===== config.mk =====
export PLATFORM = sky130hd
export DESIGN_NAME = pid_two_channel_saturating_top
export DESIGN_NICKNAME = d
export VERILOG_FILES = /design/src/rtl/core/pidsat_pkg.sv /design/src/rtl/core/pid_two_channel_saturating_top.sv
export SDC_FILE = /design/constraint.sdc
export NUM_CORES = 2
export LEC_CHECK = 0
export BUFFER_PORTS_ARGS = -buffer_cell sky130_fd_sc_hd__buf_2
export CORE_MARGIN = 1.5
export CORE_UTILIZATION = 30
export CTS_BUF_LIST = sky130_fd_sc_hd__clkbuf_16
export DETAILED_ROUTE_END_ITERATION = 8
export SLEW_MARGIN = 20
export SYNTH_ARGS = -nofsm -noshare
export SYNTH_HDL_FRONTEND = slang
export SYNTH_SLANG_ARGS = --single-unit

===== constraint.sdc =====
create_clock -name clk -period 11.98 [get_ports clk]
set_input_delay 1.198 -clock clk [delete_from_list [all_inputs] [get_ports clk]]
set_output_delay 1.198 -clock clk [all_outputs]
set_load 0.005 [all_outputs]

===== src/rtl/core/pidsat_pkg.sv =====
`timescale 1ns / 1ps

package pidsat_pkg;

    // Fixed field widths
    localparam int GAIN_W   = 16;
    localparam int DT_W     = 8;
    localparam int POS_W    = 12;
    localparam int ERR_W    = POS_W + 1;
    localparam int DERR_W   = ERR_W + 1;
    localparam int DRIVE_W  = 13;
    localparam int QUO_W    = 12;
    localparam int CNT_W    = 4;
    localparam int MUL_B_W  = GAIN_W + 2;
    localparam int APB_AW   = 5;
    localparam int APB_DW   = 32;

    localparam logic [QUO_W-1:0] DRIVE_MAX = 12'd4095;

    // Register map (word index)
    localparam logic [2:0] REG_KP_UPPER      = 3'd0;
    localparam logic [2:0] REG_KI_UPPER      = 3'd1;
    localparam logic [2:0] REG_KD_UPPER      = 3'd2;
    localparam logic [2:0] REG_KP_LOWER      = 3'd3;
    localparam logic [2:0] REG_KI_LOWER      = 3'd4;
    localparam logic [2:0] REG_KD_LOWER      = 3'd5;
    localparam logic [2:0] REG_SAMPLE_PERIOD = 3'd6;

    localparam logic [DT_W-1:0] SAMPLE_PERIOD_RST = 8'd10;

    typedef enum logic [10:0] {
        ST_IDLE = 11'b000_0000_0001,
        ST_T1A  = 11'b000_0000_0010,
        ST_T1B  = 11'b000_0000_0100,
        ST_T2A  = 11'b000_0000_1000,
        ST_T2B  = 11'b000_0001_0000,
        ST_T2C  = 11'b000_0010_0000,
        ST_T3   = 11'b000_0100_0000,
        ST_SUM  = 11'b000_1000_0000,
        ST_SIGN = 11'b001_0000_0000,
        ST_DIV  = 11'b010_0000_0000,
        ST_FIN  = 11'b100_0000_0000
    } seq_state_t;

endpackage


===== src/rtl/core/pid_two_channel_saturating_top.sv =====
`timescale 1ns / 1ps

// Channel  Handshake          Fields
// -------  -----------------  ------------------------------------------------
// in       in_valid/in_stall  channel, target_position, measured_position
// out      out_valid/out_stall drive_value
// cfg      APB write/read     7 registers at byte address 4*i
//
// Each accepted word makes six passes through the shared multiplier, a
// sign/limit check, then a 12-step restoring divide by (dt << GAIN_FRAC_BITS),
// which is skipped when the quotient saturates.
// in_stall is high whenever the sequencer is not idle; a finished result may
// wait in the output register while the next word is accepted.
// Reset clears gains, sample period (to 10), both channel stores and control.
module pid_two_channel_saturating_top
    import pidsat_pkg::*;
#(
    parameter int NUM_CHANNELS   = 2,
    parameter int OUTPUT_LIMIT   = 4095,
    parameter int GAIN_FRAC_BITS = 8
) (
    input  logic                      clk,
    input  logic                      rst_n,
    input  logic                      psel,
    input  logic                      penable,
    input  logic                      pwrite,
    input  logic [APB_AW-1:0]         paddr,
    input  logic [APB_DW-1:0]         pwdata,
    output logic [APB_DW-1:0]         prdata,
    output logic                      pready,
    input  logic                      in_valid,
    output logic                      in_stall,
    input  logic                      channel,
    input  logic [POS_W-1:0]          target_position,
    input  logic [POS_W-1:0]          measured_position,
    output logic                      out_valid,
    input  logic                      out_stall,
    output logic signed [DRIVE_W-1:0] drive_value
);

    localparam int ACC_W   = $clog2(OUTPUT_LIMIT + 1) + 1;
    localparam int A_BASE  = (ACC_W > DERR_W) ? ACC_W : DERR_W;
    localparam int A_W     = A_BASE + 2 * DT_W + 1;
    localparam int P_W     = A_W + MUL_B_W;
    localparam int NUM_W   = P_W + 2;
    localparam int DEN_W   = DT_W + GAIN_FRAC_BITS;
    localparam int SLOT_W  = (NUM_CHANNELS > 1) ? $clog2(NUM_CHANNELS) : 1;

    localparam logic signed [ACC_W+1:0] ACC_HI = (ACC_W + 2)'(OUTPUT_LIMIT);
    localparam logic signed [ACC_W+1:0] ACC_LO = -ACC_HI;

    // Configuration registers
    logic signed [GAIN_W-1:0] kp_upper_reg, ki_upper_reg, kd_upper_reg;
    logic signed [GAIN_W-1:0] kp_lower_reg, ki_lower_reg, kd_lower_reg;
    logic [DT_W-1:0]          sample_period_reg;
    logic                     cfg_wr;

    assign pready = 1'b1;
    assign cfg_wr = psel && penable && pwrite;

    always_ff @(posedge clk or negedge rst_n)
    begin
        if (!rst_n)
        begin
            kp_upper_reg      <= '0;
            ki_upper_reg      <= '0;
            kd_upper_reg      <= '0;
            kp_lower_reg      <= '0;
            ki_lower_reg      <= '0;
            kd_lower_reg      <= '0;
            sample_period_reg <= SAMPLE_PERIOD_RST;
        end
        else if (cfg_wr)
        begin
            unique case (paddr[4:2])
                REG_KP_UPPER:      kp_upper_reg      <= pwdata[GAIN_W-1:0];
                REG_KI_UPPER:      ki_upper_reg      <= pwdata[GAIN_W-1:0];
                REG_KD_UPPER:      kd_upper_reg      <= pwdata[GAIN_W-1:0];
                REG_KP_LOWER:      kp_lower_reg      <= pwdata[GAIN_W-1:0];
                REG_KI_LOWER:      ki_lower_reg      <= pwdata[GAIN_W-1:0];
                REG_KD_LOWER:      kd_lower_reg      <= pwdata[GAIN_W-1:0];
                REG_SAMPLE_PERIOD: sample_period_reg <= pwdata[DT_W-1:0];
                default:
                begin
                end
            endcase
        end
    end

    always_comb
    begin
        unique case (paddr[4:2])
            REG_KP_UPPER:      prdata = {{(APB_DW-GAIN_W){1'b0}}, kp_upper_reg};
            REG_KI_UPPER:      prdata = {{(APB_DW-GAIN_W){1'b0}}, ki_upper_reg};
            REG_KD_UPPER:      prdata = {{(APB_DW-GAIN_W){1'b0}}, kd_upper_reg};
            REG_KP_LOWER:      prdata = {{(APB_DW-GAIN_W){1'b0}}, kp_lower_reg};
            REG_KI_LOWER:      prdata = {{(APB_DW-GAIN_W){1'b0}}, ki_lower_reg};
            REG_KD_LOWER:      prdata = {{(APB_DW-GAIN_W){1'b0}}, kd_lower_reg};
            REG_SAMPLE_PERIOD: prdata = {{(APB_DW-DT_W){1'b0}}, sample_period_reg};
            default:           prdata = '0;
        endcase
    end

    // Sequencer and datapath registers
    seq_state_t                state_reg, state_next;
    logic                      ch_reg, ch_next;
    logic signed [ERR_W-1:0]   e_reg, e_next;
    logic signed [ACC_W-1:0]   acc_reg, acc_next;
    logic signed [DERR_W-1:0]  de_reg, de_next;
    logic signed [P_W-1:0]     prod_reg, prod_next;
    logic signed [NUM_W-1:0]   num_reg, num_next;
    logic [NUM_W-1:0]          rem_reg, rem_next;
    logic [NUM_W-1:0]          dsh_reg, dsh_next;
    logic [QUO_W-1:0]          quo_reg, quo_next;
    logic [CNT_W-1:0]          cnt_reg, cnt_next;
    logic                      neg_reg, neg_next;
    logic                      out_valid_reg, out_valid_next;
    logic signed [DRIVE_W-1:0] drive_reg, drive_next;

    // Per-channel state
    logic signed [ACC_W-1:0] integral_reg [NUM_CHANNELS];
    logic signed [ERR_W-1:0] last_err_reg [NUM_CHANNELS];
    logic                    st_we;
    logic [SLOT_W-1:0]       slot;

    logic                    in_accept;
    logic signed [ACC_W+1:0] acc_sum;
    logic [DT_W-1:0]         dt;
    logic [DEN_W-1:0]        den;
    logic signed [GAIN_W-1:0] kp_sel, ki_sel, kd_sel;
    logic signed [A_W-1:0]   mul_a;
    logic signed [MUL_B_W-1:0] mul_b;
    logic signed [P_W-1:0]   mul_p;
    logic signed [NUM_W-1:0] num_add;
    logic [NUM_W-1:0]        sat_lim;

    assign in_stall  = (state_reg != ST_IDLE);
    assign in_accept = in_valid && !in_stall;
    assign out_valid = out_valid_reg;
    assign drive_value = drive_reg;

    assign slot = (32'(channel) < NUM_CHANNELS) ? SLOT_W'(channel)
                                                : SLOT_W'(NUM_CHANNELS - 1);
    assign dt   = (sample_period_reg == '0) ? DT_W'(1) : sample_period_reg;
    assign den  = {dt, {GAIN_FRAC_BITS{1'b0}}};

    assign kp_sel = ch_reg ? kp_lower_reg : kp_upper_reg;
    assign ki_sel = ch_reg ? ki_lower_reg : ki_upper_reg;
    assign kd_sel = ch_reg ? kd_lower_reg : kd_upper_reg;

    assign acc_sum = {{2{integral_reg[slot][ACC_W-1]}}, integral_reg[slot]}
                   + {{(ACC_W+2-ERR_W){e_next[ERR_W-1]}}, e_next};

    // Shared multiplier operand select
    always_comb
    begin
        unique case (state_reg)
            ST_T1A:
            begin
                mul_a = {{(A_W-ERR_W){e_reg[ERR_W-1]}}, e_reg};
                mul_b = {{(MUL_B_W-DT_W){1'b0}}, dt};
            end
            ST_T1B:
            begin
                mul_a = prod_reg[A_W-1:0];
                mul_b = {{(MUL_B_W-GAIN_W){kp_sel[GAIN_W-1]}}, kp_sel};
            end
            ST_T2A:
            begin
                mul_a = {{(A_W-ACC_W){acc_reg[ACC_W-1]}}, acc_reg};
                mul_b = {{(MUL_B_W-DT_W){1'b0}}, dt};
            end
            ST_T2B:
            begin
                mul_a = prod_reg[A_W-1:0];
                mul_b = {{(MUL_B_W-DT_W){1'b0}}, dt};
            end
            ST_T2C:
            begin
                mul_a = prod_reg[A_W-1:0];
                mul_b = {{(MUL_B_W-GAIN_W){ki_sel[GAIN_W-1]}}, ki_sel};
            end
            ST_T3:
            begin
                mul_a = {{(A_W-DERR_W){de_reg[DERR_W-1]}}, de_reg};
                mul_b = {{(MUL_B_W-GAIN_W){kd_sel[GAIN_W-1]}}, kd_sel};
            end
            default:
            begin
                mul_a = '0;
                mul_b = '0;
            end
        endcase
    end

    assign mul_p   = mul_a * mul_b;
    assign num_add = num_reg + {{(NUM_W-P_W){prod_reg[P_W-1]}}, prod_reg};
    assign sat_lim = NUM_W'(den) << QUO_W;

    always_comb
    begin
        state_next     = state_reg;
        ch_next        = ch_reg;
        e_next         = $signed({1'b0, target_position}) - $signed({1'b0, measured_position});
        acc_next       = acc_reg;
        de_next        = de_reg;
        prod_next      = prod_reg;
        num_next       = num_reg;
        rem_next       = rem_reg;
        dsh_next       = dsh_reg;
        quo_next       = quo_reg;
        cnt_next       = cnt_reg;
        neg_next       = neg_reg;
        drive_next     = drive_reg;
        out_valid_next = out_valid_reg && out_stall;
        st_we          = 1'b0;

        unique case (state_reg)
            ST_IDLE:
            begin
                if (in_accept)
                begin
                    ch_next = channel;
                    priority if (acc_sum > ACC_HI)
                        acc_next = ACC_HI[ACC_W-1:0];
                    else if (acc_sum < ACC_LO)
                        acc_next = ACC_LO[ACC_W-1:0];
                    else
                        acc_next = acc_sum[ACC_W-1:0];
                    de_next  = {e_next[ERR_W-1], e_next}
                             - {last_err_reg[slot][ERR_W-1], last_err_reg[slot]};
                    num_next = '0;
                    st_we    = 1'b1;
                    state_next = ST_T1A;
                end
            end
            ST_T1A:
            begin
                prod_next  = mul_p;
                state_next = ST_T1B;
            end
            ST_T1B:
            begin
                prod_next  = mul_p;
                state_next = ST_T2A;
            end
            ST_T2A:
            begin
                num_next   = num_add;
                prod_next  = mul_p;
                state_next = ST_T2B;
            end
            ST_T2B:
            begin
                prod_next  = mul_p;
                state_next = ST_T2C;
            end
            ST_T2C:
            begin
                prod_next  = mul_p;
                state_next = ST_T3;
            end
            ST_T3:
            begin
                num_next   = num_add;
                prod_next  = mul_p;
                state_next = ST_SUM;
            end
            ST_SUM:
            begin
                num_next   = num_add;
                state_next = ST_SIGN;
            end
            ST_SIGN:
            begin
                // work on the magnitude so the quotient truncates toward zero
                neg_next = num_reg[NUM_W-1];
                rem_next = num_reg[NUM_W-1] ? NUM_W'(-num_reg) : NUM_W'(num_reg);
                if ((num_reg[NUM_W-1] ? NUM_W'(-num_reg) : NUM_W'(num_reg)) >= sat_lim)
                begin
                    quo_next   = DRIVE_MAX;
                    state_next = ST_FIN;
                end
                else
                begin
                    quo_next   = '0;
                    dsh_next   = NUM_W'(den) << (QUO_W - 1);
                    cnt_next   = CNT_W'(QUO_W - 1);
                    state_next = ST_DIV;
                end
            end
            ST_DIV:
            begin
                if (rem_reg >= dsh_reg)
                begin
                    rem_next = rem_reg - dsh_reg;
                    quo_next = {quo_reg[QUO_W-2:0], 1'b1};
                end
                else
                begin
                    quo_next = {quo_reg[QUO_W-2:0], 1'b0};
                end
                dsh_next = dsh_reg >> 1;
                cnt_next = cnt_reg - CNT_W'(1);
                if (cnt_reg == '0)
                    state_next = ST_FIN;
            end
            ST_FIN:
            begin
                // hold until the output register is free
                if (!out_valid_reg || !out_stall)
                begin
                    drive_next     = neg_reg ? -$signed({1'b0, quo_reg})
                                             : $signed({1'b0, quo_reg});
                    out_valid_next = 1'b1;
                    state_next     = ST_IDLE;
                end
            end
            default:
            begin
                state_next = ST_IDLE;
            end
        endcase
    end

    always_ff @(posedge clk or negedge rst_n)
    begin
        if (!rst_n)
        begin
            state_reg     <= ST_IDLE;
            out_valid_reg <= 1'b0;
            for (int i = 0; i < NUM_CHANNELS; i++)
            begin
                integral_reg[i] <= '0;
                last_err_reg[i] <= '0;
            end
        end
        else
        begin
            state_reg     <= state_next;
            out_valid_reg <= out_valid_next;
            if (st_we)
            begin
                integral_reg[slot] <= acc_next;
                last_err_reg[slot] <= e_next;
            end
        end
    end

    always_ff @(posedge clk)
    begin
        ch_reg    <= ch_next;
        e_reg     <= e_next;
        acc_reg   <= acc_next;
        de_reg    <= de_next;
        prod_reg  <= prod_next;
        num_reg   <= num_next;
        rem_reg   <= rem_next;
        dsh_reg   <= dsh_next;
        quo_reg   <= quo_next;
        cnt_reg   <= cnt_next;
        neg_reg   <= neg_next;
        drive_reg <= drive_next;
    end

endmodule


==> out/qor.txt <==
ROUTE
--------------------------------------------------------------------------------------------------
Initial DRT Pass Iterations                                                                      8
Total wirelength of the detailed-routed design                                           115500 um
Vias                                                                                        32.52k
Number of DRC markers after the initial detailed-route iteration                              2464
Count of antenna-violating nets left after detailed routing                                      0
Average vias per placed instance                                                             4.916
Routed WL per cell                                                                        17.45 um
DRC errors left                                                                                  0

LOGIC SYNTHESIS
--------------------------------------------------------------------------------------------------
Multiplexer share of the synthesized area                                                   4.580%
Async set-or-reset flop fraction in the synthesized netlist                                 40.29%
Combinational family with the most area after synthesis                                adder cells
Synthesized-area fraction occupied by xor and xnor cells                                    4.509%
Yosys warning total                                                                              0
Basic-gate share of the synthesized area counting and, or, nand and nor cells               13.47%
Ys flop type                                                                              edfxtp_1
Per-instance average area after synthesis                                                9.458 um2
Library cells used by synthesis                                                                 97
Post-synth EDFFs                                                                               223
Adder and majority cell fraction of the synthesized area                                    31.44%
Share of synthesized area occupied by flip-flops and latches                                25.91%
Yosys reg bits                                                                                 417
Synth Area in Compound Gates                                                                11.77%
Gate count after technology mapping                                                           4662
Combined area of all synthesized cells                                                 0.04409 mm2

STA
--------------------------------------------------------------------------------------------------
Setup repair after global routing missed its margin                                          false
Final worst-path cycle share                                                                86.89%
Final critical-path required period                                                       10410 ps
Final TNS setup                                                                               0 ps
Total count of hold-check failures in the final report                                           0
Minimum setup slack in the final design                                                    1571 ps
Final Max Slew Viols                                                                             0
Setup clock skew after layout                                                             39.63 ps
Worst slew slack as a fraction of its limit                                                 25.71%
Achievable clock frequency                                                             0.09607 GHz
Count of endpoints failing setup in the final report                                             0
Slew of the pin with the lowest slew margin                                                1114 ps

PLACEMENT
--------------------------------------------------------------------------------------------------
Routability congestion estimate from global placement                                       0.8985
IO buf count                                                                                    81
Placement Setup Slack                                                                      1599 ps
Post-detail-place hpwl                                                                    90350 um

CTS
--------------------------------------------------------------------------------------------------
Count of clock tree sinks                                                                      417
Worst-skew pair later-pin latency                                                           640 ps
Clock transition time at the flip-flop clock pins of the worst setup and hold paths          60 ps
Clock root buffer                                                                        clkbuf_16
Number of buffers on the longest clock path                                                      3
Post-cts hold buffer count                                                                       0
H-tree depth reported by CTS                                                                     2
CTS-repair resized insts                                                                         0
Post-CTS setup buffer count                                                                      0
CTS tree                                                                                     built
Number of CTS-inserted buffers                                                                  49

WORST SETUP PATH
--------------------------------------------------------------------------------------------------
Crit-path max FO                                                                                38
Critical Path AT                                                                          10780 ps
Kind of capture point of the worst setup path                                                 flop
Peak per-stage delay on the critical path                                                   790 ps
Startpoint type of the worst setup path                                                       flop
Type of the setup path with the least slack                                           flop to flop
Data required time at the worst endpoint                                                  12360 ps
Highest-delay cell along the critical path                                                   or3_2

GLOBAL ROUTING
--------------------------------------------------------------------------------------------------
Congestion Overflow GR                                                                           0
Antenna violations before repair                                                                 1
Pin count of the biggest net entering global routing                                            97
Overall global routing resource usage                                                       15.68%
Global-route wire length before repair                                                   185900 um
Number of global-route vias before repair                                                   33.73k

FINISH
--------------------------------------------------------------------------------------------------
Post-layout nets                                                                              5514
Most used cells in the layout excluding fill and tap cells                            752 x inv_1, 538 x fa_1, 482 x nor2_1
Antenna diode count                                                                              0
Relative area change from synthesis to final layout                                         9.421%
Share of cells above drive strength 1                                                       9.023%
Most common library cell in the layout ignoring fill and taps                                inv_1

FLOORPLAN
--------------------------------------------------------------------------------------------------
Number of placed I/O pins                                                                      117
Horizontal die dimension                                                                  386.4 um
Height of the die                                                                         386.4 um
Core area                                                                               0.1457 mm2
Die Outline Area                                                                        0.1493 mm2
Standard-cell row count                                                                        140
Initial Util                                                                                30.25%

POWER
--------------------------------------------------------------------------------------------------
Power density over the cells                                                          200.9 mW/mm2
Peak supply drop                                                                         0.1162 mV
Leakage power of the design                                                             0.02175 uW

MIN PATH
--------------------------------------------------------------------------------------------------
Min-Delay Path Class                                                                  flop to flop

RUN
--------------------------------------------------------------------------------------------------
Count of maximum capacitance violations                                                          0

STATUS
--------------------------------------------------------------------------------------------------
Result of the run                                                                        completed

==> cells by family (layout without fill, tap and decap cells) <==
group / count (synthesis) / after routing
fa+ha+maj: 785 / 785
mux: 174 / 174
xor+xnor: 227 / 227
simple gates: 1325 / 1325
compound gates: 784 / 784
other cells: 2 / 17
flops: 417 / 417
buf+inv: 948 / 970
==> report_power, final <==
part	switching, uW	internal (uW)	leakage [uW]
logic	3500	2290	0.0166
clock network	627	779	0.000790
registers	390	2100	0.00436
==> cell type report <==
| cell class | count | area [um2] |
|---|---|---|
| timing repair buffer | 142 | 872.1 |
| multi-input combinational | 3312 | 29290 |
| inverter | 738 | 2770 |
| fill | 14960 | 97490 |
| tap | 1917 | 2399 |
| sequential | 417 | 11420 |
| clock inverter | 40 | 240.2 |
| clock buffer | 50 | 1251 |
==> worst max-delay path, delay by kind of cell, from the launching register on <==
family	cells	cell delay, ps
xor+xnor	1	90
fa+ha+maj	7	3180
compound gates	11	3330
flops	1	420
buf+inv	7	1090
simple gates	7	1950
==> Yosys cell counts (13+ instances only) <==
| cell type | count | area share [%] |
|---|---|---|
| inv_1 | 738 | 6.3 |
| fa_1 | 538 | 24 |
| nor2_1 | 484 | 4.1 |
| nand2_1 | 479 | 4.1 |
| ha_1 | 247 | 7.0 |
| a21oi_1 | 223 | 2.5 |
| edfxtp_1 | 223 | 15 |
| dfrtp_1 | 165 | 9.4 |
| clkbuf_1 | 156 | 1.3 |
| xnor2_1 | 156 | 3.1 |
| o21ai_0 | 151 | 1.7 |
| mux2_2 | 131 | 3.3 |
| a21o_1 | 96 | 1.6 |
| xor2_1 | 71 | 1.4 |
| nand2b_1 | 60 | 0.85 |
| nor3_1 | 54 | 0.61 |
| nor2b_1 | 39 | 0.55 |
| mux2i_1 | 33 | 0.75 |
| nand3_1 | 33 | 0.37 |
| or3_1 | 32 | 0.45 |
| a222oi_1 | 30 | 0.68 |
| and2_1 | 29 | 0.41 |
| o21a_1 | 28 | 0.48 |
| dfxtp_1 | 26 | 1.2 |
| a31oi_1 | 25 | 0.35 |
| nand4_1 | 21 | 0.30 |
| o21bai_1 | 21 | 0.36 |
| buf_2 | 18 | 0.20 |
| o22a_1 | 18 | 0.36 |
| a221oi_1 | 17 | 0.34 |
| buf_1 | 17 | 0.14 |
| buf_4 | 17 | 0.29 |
| o31ai_1 | 17 | 0.29 |
| a22oi_1 | 16 | 0.27 |
| or2_2 | 14 | 0.20 |
| a22o_1 | 13 | 0.26 |
==> path summary, 6_finish.rpt <==
check	from	to	slack, ps	cells past startpoint
min in group asynchronous	rst_n	kd_upper_reg[14]$_DFFE_PN0P_	690	1
setup reg to reg	state_reg[1]$_DFFE_PN0P_	prod_reg[48]$_DFFE_PP_	1570	33
hold / removal	last_err_reg[1]$_DFFE_PN0P_	last_err_reg[1]$_DFFE_PN0P_	470	2
hold reg to reg	last_err_reg[1]$_DFFE_PN0P_	last_err_reg[1]$_DFFE_PN0P_	470	2
max in group asynchronous	rst_n	kd_upper_reg[3]$_DFFE_PN0P_	9800	2
setup / recovery	state_reg[1]$_DFFE_PN0P_	prod_reg[48]$_DFFE_PP_	1570	33
==> metrics by stage <==
stage / utilization [%] / total power (uW) / instance area, um2 / hold WS (ps) / instances
finish: 33.10 / 9693 / 48250 / 465.4 / 6616
global route: 33.10 / 10590 / 48250 / 500.5 / 6616
CTS: 33.09 / 9723 / 48230 / 469.3 / 6615
detailed placement: 32.07 / 8283 / 46740 / 456.9 / 6525
global placement: 32.06 / 8177 / 46720 / 450.3 / 6522
floorplan: - / 6712 / 44150 / 438.0 / 4677
==> routing by layer <==
metal / wire length [um] / share of wire, % / track usage, % / up-vias
li1: - / - / - / 15290
met1: 50740 / 44 / 20.70 / 16210
met2: 54590 / 47 / 26.41 / 862
met3: 7108 / 6.2 / 2.552 / 162
met4: 3034 / 2.6 / 4.348 / 0
met5: 0 / 0 / 0 / -
No activity file was read; power rests on OpenSTA's default activity.
